<file path="config.mk">
export PLATFORM = sky130hd
export DESIGN_NAME = hfl_ctrl
export DESIGN_NICKNAME = d
export VERILOG_FILES = /design/src/hdl/hfl_pkg.sv /design/src/hdl/hfl_ctrl.sv
export SDC_FILE = /design/constraint.sdc
export NUM_CORES = 1
export LEC_CHECK = 0
export BUFFER_PORTS_ARGS = -buffer_cell sky130_fd_sc_hd__clkbuf_2
export CORE_AREA = 2 2 39 41
export DETAILED_ROUTE_END_ITERATION = 10
export DIE_AREA = 0 0 41 43
export GPL_ROUTABILITY_DRIVEN = 0
export MAX_ROUTING_LAYER = met4
export SLEW_MARGIN = 10
export SYNTH_ARGS = -nofsm -noshare
export SYNTH_HDL_FRONTEND = slang
export SYNTH_SLANG_ARGS = --single-unit
</file>
<file path="constraint.sdc">
create_clock -name clk -period 0.9 [get_ports clk]
set_input_delay 0.27 -clock clk [delete_from_list [all_inputs] [get_ports clk]]
set_output_delay 0.27 -clock clk [all_outputs]
set_load 0.01 [all_outputs]
</file>
<file path="src/hdl/hfl_pkg.sv">
// shared types and constants of the handle free list allocator
package hfl_pkg;

  localparam int HANDLE_W        = 12;
  localparam int DATA_W          = 64;
  localparam int FUNC_W          = 2;
  localparam int STATUS_W        = 3;
  localparam int SLOTS_DEF       = 4096;
  localparam int VALUE_WIDTH_DEF = 64;

  typedef enum logic [FUNC_W-1:0] {
    FN_ALLOC = 2'd0,
    FN_FREE  = 2'd1,
    FN_GET   = 2'd2,
    FN_SET   = 2'd3
  } func_t;

  typedef enum logic [STATUS_W-1:0] {
    ST_OK        = 3'd0,
    ST_NONE_FREE = 3'd1,
    ST_RANGE     = 3'd2,
    ST_NOT_USED  = 3'd3,
    ST_DOUBLE    = 3'd4,
    ST_FULL      = 3'd5
  } status_t;

  typedef enum logic [1:0] {
    S_CLEAR,
    S_IDLE,
    S_EXEC
  } state_t;

  typedef struct packed {
    logic clear;
    logic accept;
    logic exec;
  } cmd_t;

  typedef struct packed {
    logic clear_last;
    logic out_free;
  } sts_t;

endpackage

</file>
<file path="src/hdl/hfl_ctrl.sv">
// controller state machine: clearing pass, request accept, execute
module hfl_ctrl (
  input  logic          clk,
  input  logic          rst_n,
  input  logic          in_valid,
  output logic          in_ready,
  input  hfl_pkg::sts_t sts,
  output hfl_pkg::cmd_t cmd
);

  hfl_pkg::state_t state_r;
  hfl_pkg::state_t state_nxt;

  always_ff @(posedge clk) begin
    if (!rst_n) begin
      state_r <= hfl_pkg::S_CLEAR;
    end else begin
      state_r <= state_nxt;
    end
  end

  always_comb begin
    state_nxt = state_r;
    unique case (state_r)
      hfl_pkg::S_CLEAR: begin
        if (sts.clear_last) state_nxt = hfl_pkg::S_IDLE;
      end
      hfl_pkg::S_IDLE: begin
        if (in_valid) state_nxt = hfl_pkg::S_EXEC;
      end
      hfl_pkg::S_EXEC: begin
        if (sts.out_free) state_nxt = hfl_pkg::S_IDLE;
      end
      default: state_nxt = hfl_pkg::S_CLEAR;
    endcase
  end

  always_comb begin
    in_ready   = 1'b0;
    cmd        = '0;
    unique case (state_r)
      hfl_pkg::S_CLEAR: begin
        cmd.clear = 1'b1;
      end
      hfl_pkg::S_IDLE: begin
        in_ready   = 1'b1;
        cmd.accept = in_valid;
      end
      hfl_pkg::S_EXEC: begin
        cmd.exec = sts.out_free;
      end
      default: cmd = '0;
    endcase
  end

endmodule

</file>
==> impl_results.rst, run 1 <==
.. list-table::
   :header-rows: 1

   * - Metric
     - Value
   * - Tcrit/Tclk final
     - 128%
   * - Clock slew at reported path FFs
     - about 0.03 ns
   * - Slowest-stage cell, CP
     - dfxtp_4
   * - Wire length of the first global-routing pass
     - 455 um
   * - ANT nets after route
     - 0
   * - Leakage Power
     - 0.116 nW
   * - Setup TNS
     - -0.879 ns
   * - Number of max-cap violations
     - 0
   * - Average vias per placed instance
     - around 3.4
   * - Number of flip-flops under the largest register name
     - 2
   * - Number of unique standard cell types used by synthesis
     - 9
   * - Remaining design rule violation count
     - 0
   * - Global-route usage over all layers
     - about 4.9%
   * - Unrepaired setup endpoints after global routing
     - true
   * - Top library cells by usage in the layout, fill and taps aside
     - clkbuf_2 (4), clkbuf_4 (3), buf_2 (3)
   * - Floorplan die area
     - between 1500 and 2000 sq um
   * - Footprint of the flip-flops and latches
     - 47.5 sq um
   * - Clock network fraction of design power
     - 50.8%
   * - Number of warnings printed during yosys synthesis
     - 0
   * - Combinational group share of total power
     - slightly above 20%
   * - Maximum number of pins on one net before global-route repair
     - 8
   * - Switching portion of total power
     - 24.6%
   * - Violated checks
     - negative setup slack
   * - Violation count after the first detailed-routing iteration
     - 0
   * - Total iterations of the first detailed-routing run
     - 1
   * - Fill cell instance count of the final layout
     - 166
   * - Post-Layout Cell Count
     - 42
   * - Clk Latency, worst-skew pair
     - roughly 0.22 ns
   * - Sinks on the clock net
     - 2
   * - CP Capture Type
     - primary output
   * - Buffer levels on the longest clock path
     - 2
   * - Die span in x
     - 41 um
   * - Final Setup Violations
     - 4
   * - Port bufs
     - 8
   * - Maximum achievable frequency
     - 866 MHz
   * - Status
     - finished, violations left
   * - CP delay by family, top
     - flip-flops
   * - Mapped Avg Cell Area
     - 8.18 sq um
   * - Synth Instances
     - 13
   * - Vias in the first global route
     - 132
   * - Vias
     - around 140
   * - Clock tree from TritonCTS
     - done
   * - Worst-path fanout max
     - 7
   * - Setup CP Type
     - register to primary output
   * - CTS buffer count
     - 3
   * - PD cells
     - roughly 1600 nW/um^2
   * - Maximum VDD drop
     - 0.360 mV
   * - Normalized max-slew margin
     - 88.5%
   * - Share of Yosys cell area claimed by the top area cell type
     - 37.6%
   * - Total Nets Final
     - 33
   * - Count of boundary I/O pins
     - 9
   * - Commonest non-fill, non-tap cell in the layout
     - clkbuf_2
   * - Area of the core
     - 1380 sq um
   * - Total wire length
     - 352 um
   * - Crit path cell chain
     - nor3b_2 -> buf_2
   * - Clock Skew
     - 0.000788 ns
   * - CTS H-tree lvls
     - 1
   * - Shortest clock period the worst path allows after layout
     - 1.15 ns
   * - Number of placed instances with taps included
     - 39
   * - Worst Setup Start Kind
     - register
   * - Cell row count
     - 14
   * - Area occupied by multi-input gates
     - around 83 sq um
   * - Switching power summed over all nets
     - 0.0945 mW
   * - Synth-to-layout area growth
     - 124%
   * - Final hold vios
     - 0
   * - Initial standard-cell utilization of the core
     - 7.69%
   * - Sum of net half-perimeters after detailed placement
     - 214 um
   * - Most area-consuming cells after synthesis
     - dfxtp_1 (38%), nor3b_1 (14%), o21a_1 (14%), o211a_1 (9.4%), nor2_1 (7.1%)
   * - Registers with the highest flip-flop counts
     - state_r x2
   * - Largest area contributor in the synthesized netlist
     - dfxtp_1
   * - Fraction of layout instances using a drive strength above 1
     - 73.1%
   * - Least-Margin Pin Slew
     - 0.171 ns
   * - Class of the tightest hold or removal check
     - input port to register
   * - Register share of total power
     - 28.5%
   * - Initial antenna violation count
     - 0
   * - Net count of the mapped netlist
     - 18
   * - Final routed wire length divided by cell count
     - 8.38 um
   * - Register bank with the most flops
     - state_r
   * - Antenna cell count
     - 0
   * - Clock root buffer
     - clkbuf_4
   * - Post-layout worst setup margin
     - -0.254 ns
   * - Vertical die dimension
     - 43 um
   * - Final cell utilization of the core
     - 17.2%
   * - Internal
     - 0.289 mW
   * - Number of pins exceeding their max-slew limit in the final report
     - 0
   * - Proportion of synthesized chip area in sequential cells
     - 37.6%
   * - Overall overflow remaining after global route
     - 0
   * - Number of flip-flops and latches in the synthesized netlist
     - 2
   * - Maximum cell stage delay along the critical path
     - 0.37 ns
   * - Total chip power
     - about 0.38 mW
   * - Data arrival time of the worst path
     - 0.88 ns
   * - Total standard cell area after synthesis
     - 106 sq um
   * - Required time worst endpoint
     - about 0.63 ns
   * - Combined buffer and inverter count along the critical path
     - 1
-- layout make-up --
class	count	area share (%)
Inverter	1	1.58
Sequential cell	2	20.0
Timing Repair Buffer	10	25.8
Multi-Input combinational cell	10	34.7
Clock buffer	3	9.47
Tap cell	16	8.42
-- worst paths after layout --
| check | startpoint | end | slack, ns | cells past startpoint |
|---|---|---|---|---|
| worst max register to register | state_r[0]$_SDFFE_PN0P_ | state_r[0]$_SDFFE_PN0P_ | 0.01 | 3 |
| worst min register to register | state_r[1]$_SDFFE_PN0P_ | state_r[0]$_SDFFE_PN0P_ | 0.56 | 1 |
| worst min-delay path | rst_n | state_r[1]$_SDFFE_PN0P_ | 0.27 | 2 |
| worst max-delay path | state_r[1]$_SDFFE_PN0P_ | cmd[0] | -0.25 | 2 |
-- Yosys cell counts --
| cell | instances |
|---|---|
| o21a_1 | 2 |
| nor2_1 | 2 |
| nor2b_1 | 1 |
| nand2_1 | 1 |
| inv_1 | 1 |
| dfxtp_1 | 2 |
| nor3b_1 | 2 |
| o211a_1 | 1 |
| o21ai_0 | 1 |
-- repair_timing --
action / CTS / global route
hold buffers: 0 / 0
endpoints found under the setup margin: 6 / 5
gates resized for setup: 6 / 6
pin swaps: 2 / 1
buffers inserted: 1 / 0
gates cloned: 0 / 0
-- per-layer routing --
metal	vias to the layer above	routed length, um	global-route usage [%]	share of wire (%)
li1	71	-	-	-
met1	62	104	3.18	30
met2	8	203	6.25	58
met3	0	45	4.71	13
met4	0	0	6.00	0
met5	-	0	-	0
-- cell families after synthesis --
kind of cell           share of synthesized area (%)
and+or+nand+nor                                 30.6
buffers and inverters                           3.53
DFF                                             37.6
AOI/OAI and AO/OA                               28.2
-- power groups by stage --
stage	Clock (mW)	Combinational (mW)	Sequential (mW)
detailed placement	0	0.0699	0.109
global placement	0	0.0693	0.109
global route	0.222	0.0893	0.111
floorplan	0	0.0335	0.107
CTS	0.212	0.0736	0.108
finish	0.195	0.0792	0.109
-- stage by stage --
stage	area, sq um	hold slack, ns	setup slack, ns
6_report	238	0.275	-0.254
5_1_grt	238	0.273	-0.307
4_1_cts	226	0.267	-0.278
3_5_place_dp	189	0.508	-0.127
3_3_place_gp	189	0.501	-0.128
2_1_floorplan	114	0.388	-0.00400
(Power assumes the default switching activity.)
==> run 2, diff against run 1 <==
--- a/config.mk
+++ b/config.mk
@@ -15,3 +15,4 @@
 export SYNTH_ARGS = -nofsm -noshare
 export SYNTH_HDL_FRONTEND = slang
 export SYNTH_SLANG_ARGS = --single-unit
+export TNS_END_PERCENT = 50
==> run 2 against run 1 <==
Against the previous run:
- first-iteration DRC count increased by 4
- the run still ends with negative setup slack left
- largest power group unchanged
- setup slack worse by 0.0066 ns
- design area down 3.7%
==> impl_results.rst, run 2 (synthesized netlist as in run 1, its figures left out) <==
.. list-table::
   :header-rows: 1

   * - Metric
     - Value
   * - Total chip power
     - between 0.3 and 0.4 mW
   * - Remaining design rule violation count
     - 0
   * - Number of max-cap violations
     - 0
   * - Timing startpoint of the critical path
     - state_r[0]$_SDFFE_PN0P_
   * - CP Capture Type
     - primary output
   * - Count of boundary I/O pins
     - 9
   * - Class of the tightest hold or removal check
     - input port to register
   * - CTS buffer count
     - 3
   * - Buffer levels on the longest clock path
     - 2
   * - Post-layout worst setup margin
     - -0.261 ns
   * - Number of pins exceeding their max-slew limit in the final report
     - 0
   * - Data arrival time of the worst path
     - 0.89 ns
   * - Post-Layout Cell Count
     - 43
   * - ANT nets after route
     - 0
   * - Overall overflow remaining after global route
     - 0
   * - Switching power summed over all nets
     - 0.0914 mW
   * - Clock root buffer
     - clkbuf_4
   * - Fill cell instance count of the final layout
     - approximately 160
   * - Synth-to-layout area growth
     - 115%
   * - Maximum VDD drop
     - 0.456 mV
   * - Clk Latency, worst-skew pair
     - 0.22 ns
   * - Worst Setup Start Kind
     - register
   * - Setup TNS
     - -0.873 ns
   * - Final Setup Violations
     - 4
   * - Final cell utilization of the core
     - 16.5%
   * - Maximum achievable frequency
     - roughly 860 MHz
   * - Combined buffer and inverter count along the critical path
     - 1
   * - Final instance area
     - between 200 and 250 sq um
   * - Leakage Power
     - roughly 0.12 nW
   * - Global-route usage over all layers
     - 4.93%
   * - Register bank with the most flops
     - state_r
   * - Sinks on the clock net
     - 2
   * - Port bufs
     - 8
   * - Violation count after the first detailed-routing iteration
     - 4
   * - Area of the core
     - 1380 sq um
   * - Status
     - finished, violations left
   * - Initial standard-cell utilization of the core
     - under 10%
   * - Clock tree from TritonCTS
     - done
   * - Combinational group share of total power
     - between 10% and 20%
   * - Worst hold slack
     - 0.274 ns
   * - PD cells
     - 1650 nW/um^2
   * - Setup CP Type
     - register to primary output
   * - Floorplan die area
     - ~1800 sq um
   * - Fraction of layout instances using a drive strength above 1
     - between 70% and 80%
   * - Total setup buffers inserted after CTS
     - 0
   * - Startpoint of the tightest hold check path
     - rst_n
   * - Shortest clock period the worst path allows after layout
     - 1.16 ns
   * - Top library cells by usage in the layout, fill and taps aside
     - clkbuf_2 (4), buf_2 (4), clkbuf_4 (3), buf_4 (3)
   * - Wire length of the first global-routing pass
     - between 400 and 500 um
   * - Instance area after placement
     - 194 sq um
   * - CP delay by family, top
     - flip-flops
   * - Internal
     - 0.287 mW
   * - Registers with the highest flip-flop counts
     - state_r x2
   * - CTS Hold Buffers Added
     - 0
   * - Final routed wire length divided by cell count
     - 7.40 um
   * - Crit path cell chain
     - nand2_2 -> nor2_2 -> buf_2
   * - Antenna cell count
     - 0
   * - Clock network fraction of design power
     - 51.7%
   * - Setup slack at placement
     - -0.164 ns
   * - Total wire length
     - 318 um
   * - Die span in x
     - approximately 41 um
   * - Vias in the first global route
     - roughly 130
   * - Cell row count
     - 14
   * - Total iterations of the first detailed-routing run
     - 2
   * - Violated checks
     - negative setup slack
   * - Vertical die dimension
     - 43 um
   * - Initial antenna violation count
     - 0
   * - Tcrit/Tclk final
     - 129%
   * - Startpoint of the worst register-to-register path
     - state_r[0]$_SDFFE_PN0P_
   * - Maximum number of pins on one net before global-route repair
     - 8
   * - Clock slew at reported path FFs
     - 0.03 ns
   * - Number of placed instances with taps included
     - 40
   * - Required time worst endpoint
     - 0.63 ns
   * - CTS H-tree lvls
     - 1
   * - Final hold vios
     - 0
   * - Normalized max-slew margin
     - 88.8%
   * - Clock Skew
     - 0.00103 ns
   * - Sum of net half-perimeters after detailed placement
     - 251 um
   * - Register share of total power
     - between 20 and 30%
   * - Maximum cell stage delay along the critical path
     - 0.36 ns
   * - Vias
     - 144
   * - Least-Margin Pin Slew
     - about 0.17 ns
   * - Worst-path fanout max
     - 6
   * - Total Nets Final
     - 34
   * - Slowest-stage cell, CP
     - dfxtp_4
   * - Number of flip-flops under the largest register name
     - 2
   * - Average vias per placed instance
     - about 3.3
   * - Switching portion of total power
     - about a quarter
   * - Unrepaired setup endpoints after global routing
     - true
run 2: cell count changes in the layout (fill, tap and decap cells not counted):
cell	before	now
buf_2	3	4
buf_4	2	3
buf_6	1	0
nor2_2	0	1
nor2_4	1	0
nor3b_1	0	1
nor3b_2	2	1
run 2: cell type report:
| cell class | instances | area (sq um) | share of cell area [%] |
|---|---|---|---|
| clock buffer | 3 | 22.5 | 9.84 |
| inverter | 1 | 3.75 | 1.64 |
| multi-input combinational | 10 | 72.6 | 31.7 |
| sequential | 2 | 47.5 | 20.8 |
| tap | 16 | 20.0 | 8.74 |
| timing repair buffer | 11 | 62.6 | 27.3 |
run 2: worst register-to-register path: cells and delay by family, from the launching register on:
family	cells	cell delay [ns]
AO/OA/AOI/OAI	2	0.33
flip-flops	1	0.35
buffers and inverters	1	0.13
run 2: path summary, 6_finish.rpt:
path | to | depth (start not counted) | slack, ns
worst max register to register | state_r[0]$_SDFFE_PN0P_ | 3 | 0.02
worst min register to register | state_r[0]$_SDFFE_PN0P_ | 1 | 0.54
worst min-delay path | state_r[1]$_SDFFE_PN0P_ | 2 | 0.27
worst max-delay path | cmd[1] | 3 | -0.26
run 2: power by group through the flow:
stage | Clock (mW) | Combinational [mW] | Sequential (mW)
2_1_floorplan | 0 | 0.0325 | 0.107
3_3_place_gp | 0 | 0.0732 | 0.108
3_5_place_dp | 0 | 0.0735 | 0.109
4_1_cts | 0.209 | 0.0761 | 0.108
5_1_grt | 0.217 | 0.0837 | 0.110
6_report | 0.196 | 0.0745 | 0.108
run 2: what timing repair did:
item | CTS | global route
resized for setup | 6 | 4
setup endpoints to repair | 6 | 5
pin swaps | 0 | 0
run 2: metal layers:
layer / part of all wire (%) / GRT usage [%]
met1: 43 / 4.15
met2: 35 / 4.38
met3: 15 / 6.28
met4: 6.3 / 6.00
met5: 0 / -
==> run 3, diff against run 2 <==
--- a/config.mk
+++ b/config.mk
@@ -5,7 +5,7 @@
 export SDC_FILE = /design/constraint.sdc
 export NUM_CORES = 1
 export LEC_CHECK = 0
-export BUFFER_PORTS_ARGS = -buffer_cell sky130_fd_sc_hd__clkbuf_2
+export BUFFER_PORTS_ARGS = -buffer_cell sky130_fd_sc_hd__buf_2
 export CORE_AREA = 2 2 39 41
 export DETAILED_ROUTE_END_ITERATION = 10
 export DIE_AREA = 0 0 41 43
==> constraint.sdc (replaced) <==
create_clock -name clk -period 0.98 [get_ports clk]
set_input_delay 0.294 -clock clk [delete_from_list [all_inputs] [get_ports clk]]
set_output_delay 0.294 -clock clk [all_outputs]
set_load 0.01 [all_outputs]
==> run 3 against run 2 <==
Against the previous run:
- the flow still finishes with violations (negative setup slack)
- core utilization grew 5.6 points
- non-clock buffer count is 3 higher
- clock skew barely moved
- setup slack better by 0.040 ns
- clock-buffer cell count unchanged
- via count up 13%
- flip-flop and latch count stayed put
- final cell count grew 7.0%
- wire length grew 9.4%
- sequential share of layout area fell by 5.3 points
- total power grew 4.5%
- first-iteration DRC count down 50%
- critical endpoint unchanged
- largest cell class is now buffers
- largest power group unchanged
==> impl_results.rst, run 3 (synthesized netlist as in run 1, its figures left out) <==
.. list-table::
   :header-rows: 1

   * - Metric
     - Value
   * - Status
     - finished, violations left
   * - Violated checks
     - negative setup slack
   * - Clock root buffer
     - clkbuf_4
   * - CTS buffer count
     - 3
   * - Startpoint of the worst register-to-register path
     - state_r[1]$_SDFFE_PN0P_
   * - Clk Latency, worst-skew pair
     - 0.22 ns
   * - Top library cells by usage in the layout, fill and taps aside
     - buf_2 (5), buf_6 (4), buf_4 (4)
   * - Remaining design rule violation count
     - 0
   * - Antenna cell count
     - 0
   * - Fill cell instance count of the final layout
     - about 170
   * - Total wire length
     - 348 um
   * - Capture point of the critical path
     - cmd[1]
   * - Data arrival time of the worst path
     - 0.91 ns
   * - Slowest-stage cell, CP
     - dfxtp_4
   * - Total iterations of the first detailed-routing run
     - 4
   * - Buffer levels on the longest clock path
     - 2
   * - Clock slew at reported path FFs
     - 0.03 ns
   * - Total Nets Final
     - 37
   * - Clock Skew
     - 0.000673 ns
   * - Shortest clock period the worst path allows after layout
     - around 1.2 ns
   * - Timing startpoint of the critical path
     - state_r[1]$_SDFFE_PN0P_
   * - Vias in the first global route
     - 144
   * - Worst-path fanout max
     - 4
   * - Maximum cell stage delay along the critical path
     - between 0.3 and 0.4 ns
   * - Least-Margin Pin Slew
     - between 0.15 and 0.2 ns
   * - Floorplan die area
     - between 1500 and 2000 sq um
   * - Final routed wire length divided by cell count
     - between 7 and 8 um
   * - Clock tree from TritonCTS
     - done
   * - Leakage Power
     - 0.147 nW
   * - Die span in x
     - 41 um
   * - Worst hold slack
     - 0.301 ns
   * - Cell row count
     - 14
   * - Overall overflow remaining after global route
     - 0
   * - CP Capture Type
     - primary output
   * - CTS Hold Buffers Added
     - 0
   * - Number of max-cap violations
     - 0
   * - Maximum achievable frequency
     - 833 MHz
   * - Final instance area
     - 307 sq um
   * - Number of pins exceeding their max-slew limit in the final report
     - 0
   * - Vertical die dimension
     - 43 um
   * - Unrepaired setup endpoints after global routing
     - true
   * - Final hold vios
     - 0
   * - Depth of the most critical reg-to-reg path
     - 6
   * - Normalized max-slew margin
     - 89.2%
   * - Count of boundary I/O pins
     - 9
   * - Final Setup Violations
     - 5
   * - Average vias per placed instance
     - about 3.5
   * - Class of the tightest hold or removal check
     - input port to register
   * - PD cells
     - 1290 nW/um^2
   * - Area of the core
     - 1380 sq um
   * - Wire length of the first global-routing pass
     - 469 um
   * - Initial standard-cell utilization of the core
     - between 7 and 8%
   * - Vias
     - 162
   * - Port bufs
     - 8
   * - Worst Setup Start Kind
     - register
   * - FF-to-FF End
     - state_r[1]$_SDFFE_PN0P_
   * - Synth-to-layout area growth
     - 188%
   * - CTS H-tree lvls
     - 1
   * - Violation count after the first detailed-routing iteration
     - 2
   * - Tcrit/Tclk final
     - 123%
   * - Worst setup slack for register-to-register paths
     - -0.15 ns
   * - Number of flip-flops under the largest register name
     - 2
   * - Commonest non-fill, non-tap cell in the layout
     - buf_2
   * - ANT nets after route
     - 0
   * - Instance area after placement
     - around 190 sq um
   * - Initial antenna violation count
     - 0
   * - Maximum number of pins on one net before global-route repair
     - 8
   * - Fraction of layout instances using a drive strength above 1
     - 80.0%
   * - Post-layout worst setup margin
     - -0.221 ns
   * - Setup slack at placement
     - -0.126 ns
   * - Sinks on the clock net
     - 2
   * - Global-route usage over all layers
     - 4.92%
   * - Register bank with the most flops
     - state_r
   * - Maximum VDD drop
     - 0.244 mV
   * - Setup CP Type
     - register to primary output
   * - Registers with the highest flip-flop counts
     - state_r x2
   * - Required time worst endpoint
     - 0.69 ns
   * - Crit path cell chain
     - buf_12 -> nor2_4 -> buf_6
run 3: changes by cell type in the layout (fill, tap and decap cells not counted), sizes merged:
cell and change:
clkbuf -4, buf +7
run 3: metrics by stage:
stage	total power [mW]	std cells	utilization (%)	setup TNS [ns]
global route	0.423	46	22.2	-1.12
global placement	0.163	40	14.0	-0.169
CTS	0.363	44	17.4	-0.895
detailed placement	0.164	40	14.0	-0.190
finish	0.395	46	22.2	-0.932
floorplan	0.128	13	-	0
run 3: worst min path at each step:
stage,startpoint,endpoint,depth (start not counted)
after detailed placement,rst_n,state_r[1]$_SDFFE_PN0P_,2
final,rst_n,state_r[1]$_SDFFE_PN0P_,2
after floorplan,rst_n,state_r[1]$_SDFFE_PN0P_,1
after global placement,rst_n,state_r[1]$_SDFFE_PN0P_,2
after CTS,rst_n,state_r[1]$_SDFFE_PN0P_,2
after global routing,rst_n,state_r[0]$_SDFFE_PN0P_,2
run 3: cell type report:
| class | count | area, sq um | area share (%) |
|---|---|---|---|
| multi-input cells | 10 | 92.6 | 30.2 |
| clock buffers | 3 | 22.5 | 7.35 |
| repair buffers | 14 | 120 | 39.2 |
| well taps | 16 | 20.0 | 6.53 |
| flip-flops and latches | 2 | 47.5 | 15.5 |
| inverters | 1 | 3.75 | 1.22 |
run 3: power by group:
part | switching [mW] | internal [mW]
Clock | 0.0446 | 0.135
Sequential | 0.0141 | 0.0884
Combinational | 0.0373 | 0.0758
Total | 0.0959 | 0.299
run 3: worst max-delay path: cells and delay by family, from the launching register on:
family	cells	cell delay [ns]
buffers and inverters	2	0.23
DFF	1	0.35
and+or+nand+nor	1	0.11
run 3: metal layers:
| layer | vias up | GRT usage (%) | routed length (um) |
|---|---|---|---|
| li1 | 80 | - | - |
| met2 | 9 | 5.94 | 181 |
| met3 | 0 | 3.14 | 46 |
| met4 | 0 | 8.00 | 0 |
| met5 | - | - | 0 |
| met1 | 73 | 3.50 | 120 |
run 3: repair_timing:
| item | in CTS | in global routing |
|---|---|---|
| gates resized for setup | 7 | 8 |
| pin swaps | 2 | 2 |
| setup endpoints to repair | 4 | 5 |
| cloned | 0 | 0 |
| buffers inserted | 1 | 2 |
| endpoints found under the hold margin | 0 | 0 |
